### src/design/assert_macros.svh
// assertion macros shared by the stream find-and-replace modules
`ifndef ASSERT_MACROS_SVH
`define ASSERT_MACROS_SVH

`ifndef SYNTHESIS

// combinational check, sampled on every rising clock edge outside reset
`define SFR_ASSERT(lbl, clk, rst_n, expr, msg) \
	lbl: assert property (@(posedge clk) disable iff (!(rst_n)) (expr)) \
		else $error(msg);

// same-cycle implication
`define SFR_ASSERT_IMP(lbl, clk, rst_n, ante, cons, msg) \
	lbl: assert property (@(posedge clk) disable iff (!(rst_n)) (ante) |-> (cons)) \
		else $error(msg);

// next-cycle implication
`define SFR_ASSERT_NXT(lbl, clk, rst_n, ante, cons, msg) \
	lbl: assert property (@(posedge clk) disable iff (!(rst_n)) (ante) |=> (cons)) \
		else $error(msg);

`else

`define SFR_ASSERT(lbl, clk, rst_n, expr, msg)
`define SFR_ASSERT_IMP(lbl, clk, rst_n, ante, cons, msg)
`define SFR_ASSERT_NXT(lbl, clk, rst_n, ante, cons, msg)

`endif

`endif

### src/design/sfr_pkg.sv
// shared types, constants and helpers of the stream find-and-replace block
package sfr_pkg;

	localparam int MAX_STR_LEN = 8;
	localparam int REG_BYTES   = 8;
	localparam int LEN_LIMIT   = (MAX_STR_LEN < REG_BYTES) ? MAX_STR_LEN : REG_BYTES;
	localparam int LEN_W       = $clog2(LEN_LIMIT + 1);
	localparam int POS_W       = (LEN_LIMIT > 1) ? $clog2(LEN_LIMIT) : 1;
	localparam int CFG_LEN_W   = 4;
	localparam int CFG_DATA_W  = 64;
	localparam int CFG_IDX_W   = 2;

	typedef logic [7:0] byte_t;

	typedef enum logic [CFG_IDX_W-1:0] {
		REG_PLEN   = 2'd0,
		REG_PBYTES = 2'd1,
		REG_RLEN   = 2'd2,
		REG_RBYTES = 2'd3
	} cfg_reg_t;

	// effective configuration as the datapath sees it
	typedef struct packed {
		logic [LEN_W-1:0]            plen;
		byte_t [LEN_LIMIT-1:0]       pbytes;
		logic [LEN_W-1:0]            rlen;
		byte_t [LEN_LIMIT-1:0]       rbytes;
	} cfg_t;

	// results caused by one item, head at entry 0
	typedef struct packed {
		byte_t [LEN_LIMIT-1:0] data;
		logic [LEN_W-1:0]      cnt;
		logic                  mark;
		logic                  bare;
	} burst_t;

	// pattern length: zero acts as one, clipped at the limit
	function automatic logic [LEN_W-1:0] eff_plen(input logic [CFG_LEN_W-1:0] raw);
		logic [LEN_W-1:0] res;
		if (raw == '0) begin
			res = LEN_W'(1);
		end else if (int'(raw) > LEN_LIMIT) begin
			res = LEN_W'(LEN_LIMIT);
		end else begin
			res = LEN_W'(raw);
		end
		return res;
	endfunction

	// replacement length: clipped at the limit
	function automatic logic [LEN_W-1:0] eff_rlen(input logic [CFG_LEN_W-1:0] raw);
		logic [LEN_W-1:0] res;
		if (int'(raw) > LEN_LIMIT) begin
			res = LEN_W'(LEN_LIMIT);
		end else begin
			res = LEN_W'(raw);
		end
		return res;
	endfunction

endpackage

### src/design/sfr_cfg.sv
// configuration registers of the stream find-and-replace block
module sfr_cfg (
	input  logic                             clk,
	input  logic                             arst_n,
	input  logic                             cfg_valid,
	output logic                             cfg_ready,
	input  logic [sfr_pkg::CFG_IDX_W-1:0]    cfg_index,
	input  logic [sfr_pkg::CFG_DATA_W-1:0]   cfg_data,
	output sfr_pkg::cfg_t                    cfg,
	output logic                             win_clr
);

	sfr_pkg::cfg_t cfg_q;
	logic          wr;

	assign cfg_ready = 1'b1;
	assign wr        = cfg_valid && cfg_ready;

	always_ff @(posedge clk or negedge arst_n) begin
		if (!arst_n) begin
			cfg_q.plen   <= sfr_pkg::LEN_W'(1);
			cfg_q.pbytes <= '0;
			cfg_q.rlen   <= '0;
			cfg_q.rbytes <= '0;
		end else if (wr) begin
			case (sfr_pkg::cfg_reg_t'(cfg_index))
				sfr_pkg::REG_PLEN: begin
					cfg_q.plen <= sfr_pkg::eff_plen(cfg_data[sfr_pkg::CFG_LEN_W-1:0]);
				end
				sfr_pkg::REG_PBYTES: begin
					cfg_q.pbytes <= cfg_data[8*sfr_pkg::LEN_LIMIT-1:0];
				end
				sfr_pkg::REG_RLEN: begin
					cfg_q.rlen <= sfr_pkg::eff_rlen(cfg_data[sfr_pkg::CFG_LEN_W-1:0]);
				end
				sfr_pkg::REG_RBYTES: begin
					cfg_q.rbytes <= cfg_data[8*sfr_pkg::LEN_LIMIT-1:0];
				end
				default: begin
				end
			endcase
		end
	end

	// a new pattern discards whatever waits in the window
	assign win_clr = wr && ((sfr_pkg::cfg_reg_t'(cfg_index) == sfr_pkg::REG_PLEN) ||
		(sfr_pkg::cfg_reg_t'(cfg_index) == sfr_pkg::REG_PBYTES));

	assign cfg = cfg_q;

endmodule

### src/design/sfr_core.sv
// match window: holds pending bytes, tests the pattern, builds the result burst
`include "assert_macros.svh"

module sfr_core (
	input  logic                  clk,
	input  logic                  arst_n,
	input  sfr_pkg::cfg_t         cfg,
	input  logic                  win_clr,
	input  logic                  take,
	input  sfr_pkg::byte_t        in_byte,
	input  logic                  in_last,
	output sfr_pkg::burst_t       burst
);

	sfr_pkg::byte_t [sfr_pkg::LEN_LIMIT-1:0] win_q;
	logic [sfr_pkg::POS_W-1:0]               wcnt_q;

	sfr_pkg::byte_t [sfr_pkg::LEN_LIMIT-1:0] wn;
	sfr_pkg::byte_t [sfr_pkg::LEN_LIMIT-1:0] win_d;
	logic [sfr_pkg::LEN_W-1:0]               fill;
	logic [sfr_pkg::LEN_LIMIT-1:0]           hit;
	logic                                    full;
	logic                                    match;
	logic [sfr_pkg::POS_W-1:0]               wcnt_d;

	always_comb begin
		wn = win_q;
		wn[wcnt_q] = in_byte;
		fill = sfr_pkg::LEN_W'(wcnt_q) + sfr_pkg::LEN_W'(1);
		full = (fill == cfg.plen);
		for (int k = 0; k < sfr_pkg::LEN_LIMIT; k++) begin
			hit[k] = (sfr_pkg::LEN_W'(k) >= cfg.plen) || (wn[k] == cfg.pbytes[k]);
		end
		match = full && (&hit);
	end

	// results of this item
	always_comb begin
		burst.mark = in_last;
		burst.bare = 1'b0;
		if (match) begin
			burst.data = cfg.rbytes;
			burst.cnt  = cfg.rlen;
		end else begin
			burst.data = wn;
			if (in_last) begin
				burst.cnt = fill;
			end else if (full) begin
				burst.cnt = sfr_pkg::LEN_W'(1);
			end else begin
				burst.cnt = '0;
			end
		end
		if (in_last && (burst.cnt == '0)) begin
			burst.bare    = 1'b1;
			burst.cnt     = sfr_pkg::LEN_W'(1);
			burst.data[0] = '0;
		end
	end

	// next window contents and fill
	always_comb begin
		if (full) begin
			for (int k = 0; k < sfr_pkg::LEN_LIMIT - 1; k++) begin
				win_d[k] = wn[k+1];
			end
			win_d[sfr_pkg::LEN_LIMIT-1] = wn[sfr_pkg::LEN_LIMIT-1];
		end else begin
			win_d = wn;
		end
		if (match || in_last) begin
			wcnt_d = '0;
		end else if (full) begin
			wcnt_d = sfr_pkg::POS_W'(cfg.plen - sfr_pkg::LEN_W'(1));
		end else begin
			wcnt_d = sfr_pkg::POS_W'(fill);
		end
	end

	always_ff @(posedge clk) begin
		if (take) begin
			win_q <= win_d;
		end
	end

	always_ff @(posedge clk or negedge arst_n) begin
		if (!arst_n) begin
			wcnt_q <= '0;
		end else if (win_clr) begin
			wcnt_q <= '0;
		end else if (take) begin
			wcnt_q <= wcnt_d;
		end
	end

	// the window never holds a whole pattern between items
	`SFR_ASSERT(a_wcnt_below_plen, clk, arst_n, sfr_pkg::LEN_W'(wcnt_q) < cfg.plen, "window fill reached pattern length")

endmodule

### src/design/sfr_emit.sv
// result burst buffer and output register
`include "assert_macros.svh"

module sfr_emit (
	input  logic              clk,
	input  logic              arst_n,
	input  sfr_pkg::burst_t   burst,
	input  logic              in_valid,
	output logic              in_ready,
	output logic              take,
	output logic              out_valid,
	input  logic              out_ready,
	output sfr_pkg::byte_t    out_byte,
	output logic              has_byte,
	output logic              out_last
);

	sfr_pkg::byte_t [sfr_pkg::LEN_LIMIT-1:0] data_s1;
	logic [sfr_pkg::LEN_W-1:0]               cnt_s1;
	logic                                    mark_s1;
	logic                                    bare_s1;

	logic           out_valid_q;
	sfr_pkg::byte_t out_byte_q;
	logic           has_byte_q;
	logic           out_last_q;

	logic move;

	assign move     = (cnt_s1 != '0) && (!out_valid_q || out_ready);
	assign in_ready = (cnt_s1 == '0) || ((cnt_s1 == sfr_pkg::LEN_W'(1)) && move);
	assign take     = in_valid && in_ready;

	always_ff @(posedge clk or negedge arst_n) begin
		if (!arst_n) begin
			cnt_s1 <= '0;
		end else if (take) begin
			cnt_s1 <= burst.cnt;
		end else if (move) begin
			cnt_s1 <= cnt_s1 - sfr_pkg::LEN_W'(1);
		end
	end

	always_ff @(posedge clk) begin
		if (take) begin
			data_s1 <= burst.data;
			mark_s1 <= burst.mark;
			bare_s1 <= burst.bare;
		end else if (move) begin
			for (int k = 0; k < sfr_pkg::LEN_LIMIT - 1; k++) begin
				data_s1[k] <= data_s1[k+1];
			end
			data_s1[sfr_pkg::LEN_LIMIT-1] <= '0;
		end
	end

	always_ff @(posedge clk or negedge arst_n) begin
		if (!arst_n) begin
			out_valid_q <= 1'b0;
		end else if (move) begin
			out_valid_q <= 1'b1;
		end else if (out_ready) begin
			out_valid_q <= 1'b0;
		end
	end

	always_ff @(posedge clk) begin
		if (move) begin
			out_byte_q <= data_s1[0];
			has_byte_q <= !bare_s1;
			out_last_q <= mark_s1 && (cnt_s1 == sfr_pkg::LEN_W'(1));
		end
	end

	assign out_valid = out_valid_q;
	assign out_byte  = out_byte_q;
	assign has_byte  = has_byte_q;
	assign out_last  = out_last_q;

	`SFR_ASSERT(a_cnt_bound, clk, arst_n, int'(cnt_s1) <= sfr_pkg::LEN_LIMIT, "burst count above limit")
	`SFR_ASSERT_IMP(a_bare_single, clk, arst_n, (cnt_s1 != '0) && bare_s1, (cnt_s1 == sfr_pkg::LEN_W'(1)) && mark_s1, "bare end mark not alone")
	`SFR_ASSERT_IMP(a_bare_is_last, clk, arst_n, out_valid_q && !has_byte_q, out_last_q && (out_byte_q == '0), "bare result without end mark")
	`SFR_ASSERT_NXT(a_move_fills, clk, arst_n, move, out_valid_q, "moved result not presented")

endmodule

### src/design/stream_find_replace.sv
// top level of the streaming find-and-replace block
// an accepted item's results pass the burst buffer and then the output register on their way out
// throughput: one item per cycle while each item causes at most one result and no output stall
// an item with n > 1 results holds the input until the last moves out (one per cycle unless stalled)
// reset: arst_n clears window fill, burst count and output valid; pattern_len goes to 1,
// all other config registers to 0; window bytes and buffered result data are not reset
module stream_find_replace (
	input  logic                            clk,
	input  logic                            arst_n,
	// configuration write channel
	input  logic                            cfg_valid,
	output logic                            cfg_ready,
	input  logic [sfr_pkg::CFG_IDX_W-1:0]   cfg_index,
	input  logic [sfr_pkg::CFG_DATA_W-1:0]  cfg_data,
	// input item channel
	input  logic                            in_valid,
	output logic                            in_ready,
	input  logic [7:0]                      in_byte,
	input  logic                            in_last,
	// result item channel
	output logic                            out_valid,
	input  logic                            out_ready,
	output logic [7:0]                      out_byte,
	output logic                            has_byte,
	output logic                            out_last
);

	sfr_pkg::cfg_t   cfg;
	sfr_pkg::burst_t burst;
	logic            win_clr;
	logic            take;

	// config registers; a pattern write empties the window
	sfr_cfg u_cfg (
		.clk       (clk),
		.arst_n    (arst_n),
		.cfg_valid (cfg_valid),
		.cfg_ready (cfg_ready),
		.cfg_index (cfg_index),
		.cfg_data  (cfg_data),
		.cfg       (cfg),
		.win_clr   (win_clr)
	);

	// window update and match happen in the cycle the item is taken;
	// the whole set of results for the item is formed combinationally
	sfr_core u_core (
		.clk     (clk),
		.arst_n  (arst_n),
		.cfg     (cfg),
		.win_clr (win_clr),
		.take    (take),
		.in_byte (in_byte),
		.in_last (in_last),
		.burst   (burst)
	);

	// burst buffer drains one result per cycle into the output register while the output does not stall;
	// a new item is taken as soon as the buffer's last result moves out
	sfr_emit u_emit (
		.clk       (clk),
		.arst_n    (arst_n),
		.burst     (burst),
		.in_valid  (in_valid),
		.in_ready  (in_ready),
		.take      (take),
		.out_valid (out_valid),
		.out_ready (out_ready),
		.out_byte  (out_byte),
		.has_byte  (has_byte),
		.out_last  (out_last)
	);

endmodule
### config.mk
export PLATFORM = sky130hd
export DESIGN_NAME = stream_find_replace
export DESIGN_NICKNAME = d
export VERILOG_FILES = /design/src/design/sfr_pkg.sv /design/src/design/sfr_cfg.sv /design/src/design/sfr_core.sv /design/src/design/sfr_emit.sv /design/src/design/stream_find_replace.sv
export VERILOG_INCLUDE_DIRS = /design/src /design/src/design
export SDC_FILE = /design/constraint.sdc
export NUM_CORES = 1
export LEC_CHECK = 0
export ABC_AREA = 1
export BUFFER_PORTS_ARGS = -buffer_cell sky130_fd_sc_hd__buf_4
export CORE_MARGIN = 4
export CORE_UTILIZATION = 38
export DETAILED_ROUTE_END_ITERATION = 12
export GPL_ROUTABILITY_DRIVEN = 0
export GPL_TIMING_DRIVEN = 0
export HOLD_SLACK_MARGIN = 0.1
export PLACE_DENSITY = 0.64
export SYNTH_ARGS = -nofsm -noshare
export SYNTH_HDL_FRONTEND = slang
export SYNTH_SLANG_ARGS = --single-unit
export TNS_END_PERCENT = 5
### constraint.sdc
create_clock -name clk -period 3.6 [get_ports clk]
set_clock_uncertainty 0.2 [all_clocks]
set_input_delay 0.18 -clock clk [delete_from_list [all_inputs] [get_ports clk]]
set_output_delay 0.18 -clock clk [all_outputs]
set_load 0.01 [all_outputs]
==> impl_metrics.ini <==
[run_status]
outcome = complete, no violations

[synth]
yosys_warnings = 0
avgSynthCellArea_um2 = 8.14
ys_top_cells_by_area = edfxtp_1, dfrtp_1, nand2_1
yosysUniqueCellTypes = 40
synthCells = 1785
ys_ff_latch = 284
synth_nets = 1871
yosysTopAreaCell = edfxtp_1
synthTopCellsByCount = nand2_1, o21ai_0, inv_1
synth_top_cell_area_share = 0.289
synthFlopType = dfrtp_1
ys_async_sr_fraction = 0.507
syn_area_mm2 = 0.0145
synth-edff-count = 140
seq_area_frac_synth = 0.538
synth.most_common_cell = nand2_1

[worst_setup_path]
worst_setup_path_end_kind = flip-flop
critPathMaxFanout = 10
crit_type = flip-flop to flip-flop
slowest_stage = dfrtp_1
path_depth = 16
required_ns = 3.64
crit_family = buffers and inverters
path_buf_inv = 4
crit_path_cell_trace = inv_2 > nand3_2 > inv_1 > nand2_1 > nand3_1 > nand2_1 > nand2_1 > nor2_1 > nand2_1 > nand2_1 > nand3_1 > nor2_4 > nand2_4 > buf_2 > buf_2 > a21oi_1
crit_path_start_kind = flip-flop
ff2ff_path_depth = 16
worstPathArrival_ns = 3.51
slowest_delay_ns = 0.47
critPathMostFrequentCell = nand2_1

[clock_tree]
clockRootBuffer = clkbuf_16
htree_num_levels = 2
worstSkewPairLatency_ns = 0.52
clockBufferDepth = 3
cts_inserted_buffers = 34
clock_sink_count = 284
clk_pin_slew_worst_paths_ns = 0.07
cts_tree = built

[power_and_ir_drop]
ir_worst_vdd_v = 0.000303
power.density_cell_area_mw_per_mm2 = 648
p_leak_nw = 8.67

[placed_design]
dpl.cell_count = 2386
port_buffers = 87
place_ws_ns = -0.0626
hpwlAfterDp_mm = 33.7

[floorplanning]
dieArea_mm2 = 0.0414
ioPinCount = 93
rows = 71
initial_core_util = 0.386
die_width_um = 204
die_h_um = 204
fp.coreArea_mm2 = 0.0377

[global_routing]
grt_pass1_vias = 12887
grtUsageTotal = 0.225
grt_max_degree = 79
antenna_found_initial = 1
gr-total-overflow = 0
grt_pass1_wl_mm = 72.4

[hold_path]
holdPathStages = 0
hold_path_class = flip-flop to flip-flop

[timing]
fmax_ghz = 0.288
slew_violations = 0
worst_pin_slew_ns = 1.02
fin_crit_ns = 3.47
finalCritPeriodShare = 0.964
worst_slack_ns = 0.130
rsz0062_at_grt = no
hold_violations = 0
setup_viol = 0
setup_tns_ns = 0
slew_headroom = 0.318

[run]
drv_cap = 0

[routing]
vias = 13119
drtIter0Drc = 1320
detail-route-antenna-nets = 0
viasPerCell = 5.18
finalWirelength_mm = 47.2
firstDrtPassIters = 7
wl_per_cell_um = 18.6
drc = 0

[layout]
drive_gt1_frac = 0.102
fillers = 3682
stdcell_count = 2532
final_util = 0.477
final_nets = 2081
diodes = 0
synthToLayoutAreaGrowth_pct = 23.8
path summary, 6_finish.rpt:
path,endpoint,slack [ns],from
min in group asynchronous,u_cfg.cfg[110],0.58,arst_n
max in group asynchronous,u_cfg.cfg[132],2.20,arst_n
hold / removal,u_emit.out_byte[6],0.22,u_emit.data_s1[6]
setup reg to reg,u_emit.data_s1[58],0.13,u_core.wcnt_q[1]
setup / recovery,u_emit.data_s1[58],0.13,u_core.wcnt_q[1]
hold reg to reg,u_emit.out_byte[6],0.22,u_emit.data_s1[6]
metrics by stage:
step | total power, mW | instance area (um^2) | hold slack [ns]
5_1_grt | 12.3 | 18000 | 0.223
4_1_cts | 11.7 | 18000 | 0.219
3_5_place_dp | 7.87 | 15900 | 0.0262
2_1_floorplan | 6.74 | 14500 | -0.316
6_report | 11.7 | 18000 | 0.220
3_3_place_gp | 7.77 | 15800 | 0.203
layout make-up:
cell class,count,area (um^2),area share
tap,511,639,0.0356
multi-input combinational,1199,5470,0.304
clock buffer,48,1030,0.0572
buffer,86,463,0.0257
sequential,284,7810,0.434
timing repair buffer,174,1580,0.0880
clock inverter,14,186,0.0104
inverter,216,811,0.0451
cells in the final DEF, fill, tap and decap left out, drive strengths merged, types with 2 or more instances in the layout:
cell type / netlist / final
clkinv: 2 / 5
dlygate4sd3: 0 / 83
nand3b: 31 / 31
bufinv: 0 / 4
nor2: 44 / 44
o32ai: 3 / 3
dfrtp: 143 / 143
o211ai: 8 / 8
o22ai: 2 / 2
clkinvlp: 0 / 4
ha: 6 / 6
nand2: 672 / 672
o21ai: 281 / 281
xor2: 4 / 4
a31oi: 5 / 5
nand3: 70 / 70
clkbuf: 55 / 103
inv: 214 / 217
a21oi: 57 / 57
nand4: 11 / 11
edfxtp: 140 / 140
buf: 31 / 122
cell families after synthesis:
logic type,share of synthesized area
buffers and inverters,0.0867
DFF,0.538
and+or+nand+nor,0.241
xor gates and xnor gates,0.00301
AOI/OAI and AO/OA,0.127
other,0.000258
adders and majority gates,0.00517
registers in the layout (all words and copies together), names as in the netlist, 3 cells and up:
| signal | cells |
|---|---|
| u_cfg.cfg | 136 |
| u_core.win_q | 64 |
| u_emit.data_s1 | 64 |
| u_emit.out_byte | 8 |
| u_emit.cnt_s1 | 4 |
| u_core.wcnt_q | 3 |
timing repair:
item | CTS | global route
pin swaps | 0 | 1
setup buffers | 0 | 0
endpoints found under the setup margin | 38 | 63
endpoints found under the hold margin | 306 | 0
resized for setup | 1 | 8
hold buffers | 84 | 0
worst reg2reg max path, cell delays in order (launching register included):
cell	delay (ns)
dfrtp_1	0.47
inv_2	0.28
nand3_2	0.24
inv_1	0.28
nand2_1	0.13
nand3_1	0.09
nand2_1	0.06
nand2_1	0.06
nor2_1	0.04
nand2_1	0.12
nand2_1	0.08
nand3_1	0.12
nor2_4	0.07
nand2_4	0.11
buf_2	0.24
buf_2	0.40
a21oi_1	0.19
power breakdown:
part | total [mW] | internal, mW | switching (mW)
Combinational | 2.99 | 1.01 | 1.98
Sequential | 4.95 | 4.54 | 0.409
Clock | 3.71 | 2.29 | 1.41
per-layer routing:
metal,track usage,vias up,part of all wire
li1,-,6207,-
met1,0.300,6183,0.41
met2,0.365,596,0.46
met3,0.0358,133,0.080
met4,0.0978,0,0.046
met5,0,-,0
No activity file was read; power rests on OpenSTA's default activity.
